File: src/bmhq_pkg.sv
// Shared types and constants for the binary min-heap priority queue.
`default_nettype none
package bmhq_pkg;

   localparam int KEY_W   = 32;
   localparam int VERT_W  = 16;
   localparam int COUNT_W = 11;

   localparam logic [1:0] STATUS_DONE  = 2'd0;
   localparam logic [1:0] STATUS_FULL  = 2'd1;
   localparam logic [1:0] STATUS_EMPTY = 2'd2;

   localparam logic OPC_PUSH = 1'b0;
   localparam logic OPC_POP  = 1'b1;

   typedef struct packed {
      logic                     opcode;
      logic signed [KEY_W-1:0]  new_key;
      logic [VERT_W-1:0]        new_source;
      logic [VERT_W-1:0]        new_dest;
   } req_type;

   typedef struct packed {
      logic [1:0]               status;
      logic signed [KEY_W-1:0]  removed_key;
      logic [VERT_W-1:0]        removed_source;
      logic [VERT_W-1:0]        removed_dest;
      logic signed [KEY_W-1:0]  top_key;
      logic [VERT_W-1:0]        top_source;
      logic [VERT_W-1:0]        top_dest;
      logic [COUNT_W-1:0]       entry_count;
      logic                     heap_empty;
   } rsp_type;

   typedef struct packed {
      logic signed [KEY_W-1:0]  key;
      logic [VERT_W-1:0]        source;
      logic [VERT_W-1:0]        dest;
   } entry_type;

   // datapath operations issued by the controller
   typedef enum logic [3:0] {
      OP_NONE,
      OP_LOAD,
      OP_PUSH_INIT,
      OP_POP_READ,
      OP_POP_INIT,
      OP_UP_READ,
      OP_UP_STEP,
      OP_DOWN_READ,
      OP_DOWN_STEP,
      OP_PLACE,
      OP_TOP_READ,
      OP_RESPOND
   } op_type;

   typedef struct packed {
      op_type op;
   } cmd_type;

   typedef struct packed {
      logic refused;
      logic is_pop;
      logic single;
      logic at_root;
      logic has_left;
      logic up_swap;
      logic down_swap;
   } flags_type;

endpackage
`default_nettype wire

File: src/bmhq_ctrl.sv
// Heap controller: sequences load, sift up/down, top read and response.
`default_nettype none
module bmhq_ctrl (
   input  wire logic                clock,
   input  wire logic                reset,
   input  wire logic                req_valid,
   output logic                     req_ready,
   output logic                     rsp_valid,
   input  wire logic                rsp_ready,
   input  wire bmhq_pkg::flags_type flags,
   output bmhq_pkg::cmd_type        cmd
);
   import bmhq_pkg::*;

   typedef enum logic [3:0] {
      ST_IDLE,
      ST_DECIDE,
      ST_UP_CHK,
      ST_UP_STEP,
      ST_POP_RD,
      ST_POP_INIT,
      ST_DN_CHK,
      ST_DN_STEP,
      ST_TOP_RD,
      ST_RESPOND
   } state_type;

   state_type state_ff;
   state_type state_in;
   logic      rsp_valid_ff;
   logic      rsp_valid_in;
   logic      rsp_slot_free;

   assign rsp_slot_free = !rsp_valid_ff || rsp_ready;

   always_comb begin
      state_in = state_ff;
      cmd.op   = OP_NONE;
      case (state_ff)
         ST_IDLE: begin
            if (req_valid) begin
               cmd.op   = OP_LOAD;
               state_in = ST_DECIDE;
            end
         end
         ST_DECIDE: begin
            if (flags.refused) begin
               state_in = ST_TOP_RD;
            end else if (flags.is_pop) begin
               state_in = ST_POP_RD;
            end else begin
               cmd.op   = OP_PUSH_INIT;
               state_in = ST_UP_CHK;
            end
         end
         ST_UP_CHK: begin
            if (flags.at_root) begin
               cmd.op   = OP_PLACE;
               state_in = ST_TOP_RD;
            end else begin
               cmd.op   = OP_UP_READ;
               state_in = ST_UP_STEP;
            end
         end
         ST_UP_STEP: begin
            cmd.op   = OP_UP_STEP;
            state_in = flags.up_swap ? ST_UP_CHK : ST_TOP_RD;
         end
         ST_POP_RD: begin
            cmd.op   = OP_POP_READ;
            state_in = ST_POP_INIT;
         end
         ST_POP_INIT: begin
            cmd.op   = OP_POP_INIT;
            state_in = flags.single ? ST_TOP_RD : ST_DN_CHK;
         end
         ST_DN_CHK: begin
            if (flags.has_left) begin
               cmd.op   = OP_DOWN_READ;
               state_in = ST_DN_STEP;
            end else begin
               cmd.op   = OP_PLACE;
               state_in = ST_TOP_RD;
            end
         end
         ST_DN_STEP: begin
            cmd.op   = OP_DOWN_STEP;
            state_in = flags.down_swap ? ST_DN_CHK : ST_TOP_RD;
         end
         ST_TOP_RD: begin
            cmd.op   = OP_TOP_READ;
            state_in = ST_RESPOND;
         end
         ST_RESPOND: begin
            if (rsp_slot_free) begin
               cmd.op   = OP_RESPOND;
               state_in = ST_IDLE;
            end
         end
         default: begin
            state_in = ST_IDLE;
         end
      endcase
   end

   always_comb begin
      rsp_valid_in = rsp_valid_ff;
      if (rsp_valid_ff && rsp_ready) begin
         rsp_valid_in = 1'b0;
      end
      if (cmd.op == OP_RESPOND) begin
         rsp_valid_in = 1'b1;
      end
   end

   always_ff @(posedge clock) begin
      if (reset) begin
         state_ff     <= ST_IDLE;
         rsp_valid_ff <= 1'b0;
      end else begin
         state_ff     <= state_in;
         rsp_valid_ff <= rsp_valid_in;
      end
   end

   assign req_ready = (state_ff == ST_IDLE);
   assign rsp_valid = rsp_valid_ff;

endmodule
`default_nettype wire

File: config.mk
export PLATFORM = sky130hd
export DESIGN_NAME = bmhq_ctrl
export DESIGN_NICKNAME = d
export VERILOG_FILES = /design/src/bmhq_pkg.sv /design/src/bmhq_ctrl.sv
export SDC_FILE = /design/constraint.sdc
export NUM_CORES = 1
export LEC_CHECK = 0
export BUFFER_PORTS_ARGS = -buffer_cell sky130_fd_sc_hd__clkbuf_2
export CORE_AREA = 2 2 39 41
export CTS_CLUSTER_DIAMETER = 150
export DETAILED_ROUTE_END_ITERATION = 10
export DIE_AREA = 0 0 41 43
export RECOVER_POWER = 100
export SLEW_MARGIN = 20
export SYNTH_ARGS = -nofsm -noshare
export SYNTH_HDL_FRONTEND = slang
export SYNTH_SLANG_ARGS = --single-unit
File: constraint.sdc
create_clock -name clock -period 2.4 [get_ports clock]
set_input_delay 0.24 -clock clock [delete_from_list [all_inputs] [get_ports clock]]
set_output_delay 0.24 -clock clock [all_outputs]
set_load 0.05 [all_outputs]
Yosys cells after proc, flatten, opt, wreduce, memory -nomap -nowiden
Index checks and enable logic that the tools add are counted.
W data, S select, Z words.
{"block": "op_classes", "eq_ne": 12, "muxes": 19, "reduce_logical": 6}
{"op": "$pmux W4 S10", "n": 2}
{"op": "$mux W4", "n": 11}
{"op": "$eq A4 B3 Y1 const B", "n": 4}
{"op": "$eq A4 B4 Y1 const B", "n": 3}
{"op": "$eq A4 B2 Y1 const B", "n": 2}
{"op": "$eq A4 B1 Y1 const B", "n": 1}
{"op": "$logic_not A4 Y1", "n": 1}
{"op": "$mux W2", "n": 2}
{"op": "$ne A2 B2 Y1 const B", "n": 2}
{"op": "$mux W1", "n": 3}
{"op": "$mux W3", "n": 1}
{"op": "$reduce_and A2 Y1", "n": 1}
{"op": "$reduce_bool A2 Y1", "n": 1}
{"op": "$logic_and A1 B1 Y1", "n": 1}
{"op": "$logic_not A1 Y1", "n": 1}
{"op": "$logic_or A1 B1 Y1", "n": 1}
{"block": "word_totals", "register_bits": 5, "input_bits": 11, "out_inout_bits": 6}

Depth between registers and ports, before layout
{"block": "depth", "depth_word": 6, "ltp_mapped": 5, "ltp_nobuf": 4}

Least setup slack after synthesis
Ideal clock, no wire load.
{"block": "synth_path", "path_type": "register -> output", "startpoint": "register state_ff[2]", "endpoint": "output req_ready", "t_arrival_ns": 2.088, "path_slack_ns": 0.072, "stages_incl_launch_ff": 4, "n_path_buf": 2, "cell_sequence": "dfxtp_1 -> buf_4 -> buf_2 -> nor4_1"}
{"block": "synth_via", "elab_chain_len": 1}
{"item": "start: declaration", "line_no": "bmhq_ctrl.sv:28", "source": "state_type state_ff;"}
{"item": "start signal: assignment", "line_no": "bmhq_ctrl.sv:121", "source": "state_ff <= state_in;"}
{"item": "$logic_not A4 Y1", "line_no": "bmhq_ctrl.sv:126", "source": "assign req_ready = (state_ff == ST_IDLE);"}
{"item": "end: declaration", "line_no": "bmhq_ctrl.sv:7", "source": "output logic req_ready,"}
No other way between the ends.

==> summary.md <==
| Metric | Value |
|---|---|
| Status | `finished clean` |
| FF-to-FF path depth | `4` |
| Tcrit/Tclk final | `0.874` |
| DR vias/cell | `5.35` |
| Initial DRC Count | `10` |
| Layout Nets | `94` |
| RSZ-0062 raised after global routing | `no` |
| Required @ worst endpoint | `2.16 ns` |
| Yosys Warn Count | `0` |
| Ranking of synthesized cells by area | `dfxtp_1 21%, nor2b_1 7.9%, o21ai_0 7.4%` |
| Die width | `41 um` |
| Post-route setup slack | `0.302 ns` |
| Largest net degree at the start of global routing | `19` |
| Achievable Freq | `0.477 GHz` |
| Final Hold Viols | `0` |
| Core Box Area | `1380 um^2` |
| Top-count cell post-synth | `nor2_1` |
| Hold_buf cts | `0` |
| Hold crit path type | `in -> reg` |
| Post-CTS sizing | `0` |
| DIE HEIGHT | `43 um` |
| Measured slew at the worst slew-check pin | `0.591 ns` |
| H-tree levels | `1` |
| # Post-CTS Setup Buffers | `0` |
| Max_slew headroom | `0.608` |
| Number of synthesized flops with an enable pin | `0` |
| Worst-path clk slew | `0.05 ns` |
| Hold Crit Depth | `2` |
| Distinct cells, synth | `30` |
| Setup TNS | `0 ns` |
| Clk pwr share | `0.314` |
| Vias post-DR | `524` |
| Area Overhead vs Synth | `18.0%` |
| Non-Filler Instances | `98` |
| Fillers | `153` |
| Clk root buf | `clkbuf_4` |
| Syn Std Cell Area | `473 um^2` |
| ANT nets after route | `0` |
| Initial Utilization | `0.342` |
| Endpoint, Worst Hold | `state_ff[1]` |
| MaxCap Viol Count | `0` |
| CP Class | `reg -> out` |
| Cts bufs inserted | `3` |
| Synth Register Bits | `5` |
| WL/cell | `11.7 um` |
| Switch Pwr | `127 uW` |
| Placer Congestion | `0.752` |
| Leakage power | `0.215 nW` |
| Clock Latency Late Sink | `0.24 ns` |
| Combinational share of power | `0.343` |
| Syn Area/Cell | `7.06 um^2` |
| CTS tree | `yes` |
| Tmin final | `2.10 ns` |
| Data arrival, critical path | `1.86 ns` |
| Gr usage total | `0.166` |
| Layout cells sized above 1 | `0.195` |
| Ports | `17` |
| Routed WL | `1150 um` |
| Maximum VDD drop | `0.266 mV` |
| Pwr per Cell Area | `561 nW/um^2` |
| Part of the Yosys area used for sequential elements | `0.212` |
| Skew final | `0.00497 ns` |
| First-pass GRT wire length | `1990 um` |
| Post-synth top flop | `dfxtp_1` |
| Startpoint types | `flip-flop` |
| Initial antenna violation count | `0` |
| Asr flop ratio synth | `0` |
| Clk buf depth | `2` |
| Syn_nets | `78` |
| Vias in the first global route | `474` |
| Post-synth top area cell | `dfxtp_1` |
| Post-route DRC violation count | `0` |
| HP Start | `reset` |
| # diodes | `0` |
| Full die area | `1760 um^2` |
| Dpl cells | `94` |
| DRT Pass-1 Iters | `3` |
| FF-to-FF End | `state_ff[3]` |
| Overflow after GRT | `0` |
| R2R Path Start | `state_ff[2]` |
| Placement Setup Slack | `0.653 ns` |
| Sequential share of power | `0.343` |
| Fin. max-slew vios | `0` |
| # port buffers | `16` |
| Clock sinks | `5` |
| Top cell type's share of synthesized area | `0.212` |
| Worst Path Max Fanout | `16` |
| Sw Share | `0.405` |
| Cell Rows | `14` |
| R2R Setup Slk | `0.78 ns` |
| Commonest cells in the synthesized netlist | `8 x nor2_1, 7 x o21ai_0, 6 x nor2b_1` |
| Crit path capture type | `output pin` |
| P_int | `186 uW` |
| Final HPWL DP | `860 um` |
| Final setup viols | `0` |
| Post-synthesis cell count | `67` |
-- per-stage QoR --
stage	area (um^2)	utilization	hold WS (ns)	power (mW)
6_report	558	0.403	0.220	0.313
5_1_grt	558	0.403	0.224	0.343
3_3_place_gp	547	0.395	0.475	0.222
2_1_floorplan	473	-	0.309	0.194
4_1_cts	573	0.414	0.219	0.323
3_5_place_dp	547	0.395	0.478	0.222
-- layout by cell type, fill, tap and decap left out --
cell type	instances
nand3b_1	1
o2bb2a_1	1
nand2b_1	3
a32oi_1	1
o21ai_0	7
a22oi_1	1
inv_1	4
nor3_1	1
a31oi_1	1
o211ai_1	1
dfxtp_1	5
clkbuf_4	3
mux2_2	1
nor2b_1	6
nor2_1	8
mux2i_1	1
clkbuf_2	12
a2111oi_0	1
nand2_1	2
nand4_1	2
or2_0	1
o22a_1	1
a21oi_1	5
a2bb2oi_1	1
nor4b_1	1
nor4_1	2
o32ai_1	1
a41oi_1	1
clkbuf_1	5
nand3_1	2
-- power groups by stage --
stage	Combinational (mW)	Sequential (mW)	Clock (mW)
final	0.107	0.107	0.0984
after global routing	0.118	0.110	0.115
after CTS	0.113	0.108	0.102
after detailed placement	0.113	0.109	0
after global placement	0.113	0.109	0
after floorplan	0.0978	0.0962	0
-- registers in the layout (all words and copies together) (netlist names) --
signal / cells
rsp_valid: 1
state_ff: 4
-- worst max path at each step --
stage / from / end / slack, ns
CTS: state_ff[0] / cmd[2] / 0.40
global placement: state_ff[0] / cmd[2] / 0.70
finish: state_ff[0] / cmd[3] / 0.30
global route: state_ff[0] / cmd[3] / 0.13
floorplan: state_ff[2] / req_ready / 0.07
detailed placement: state_ff[0] / cmd[2] / 0.65
-- cell families after synthesis --
logic type	Yosys count	synth area share
flops	5	0.212
buf+inv	9	0.0873
simple gates	29	0.331
compound gates	22	0.325
mux	2	0.0450
-- layer usage --
layer | global-route usage | up-vias | share of wire
li1 | - | 277 | -
met1 | 0.210 | 237 | 0.44
met2 | 0.247 | 10 | 0.51
met3 | 0.0785 | 0 | 0.055
met4 | 0.0400 | 0 | 0
met5 | 0 | - | 0
-- critical path, cell delays in order, from the launching register on --
cell	delay (ns)
dfxtp_1	0.63
nor2b_1	0.12
nand2_1	0.11
o21ai_0	0.08
o21ai_0	0.19
clkbuf_1	0.49
-- cell type report --
cell class	instances	area [um^2]	area share
Multi-Input combinational cell	53	322	0.576
Sequential cell	5	100	0.179
Timing Repair Buffer	16	75.1	0.135
Clock buffer	4	26.3	0.0471
Tap cell	16	20.0	0.0359
Inverter	4	15.0	0.0269
Note: power is estimated with default switching activity, not from simulation.
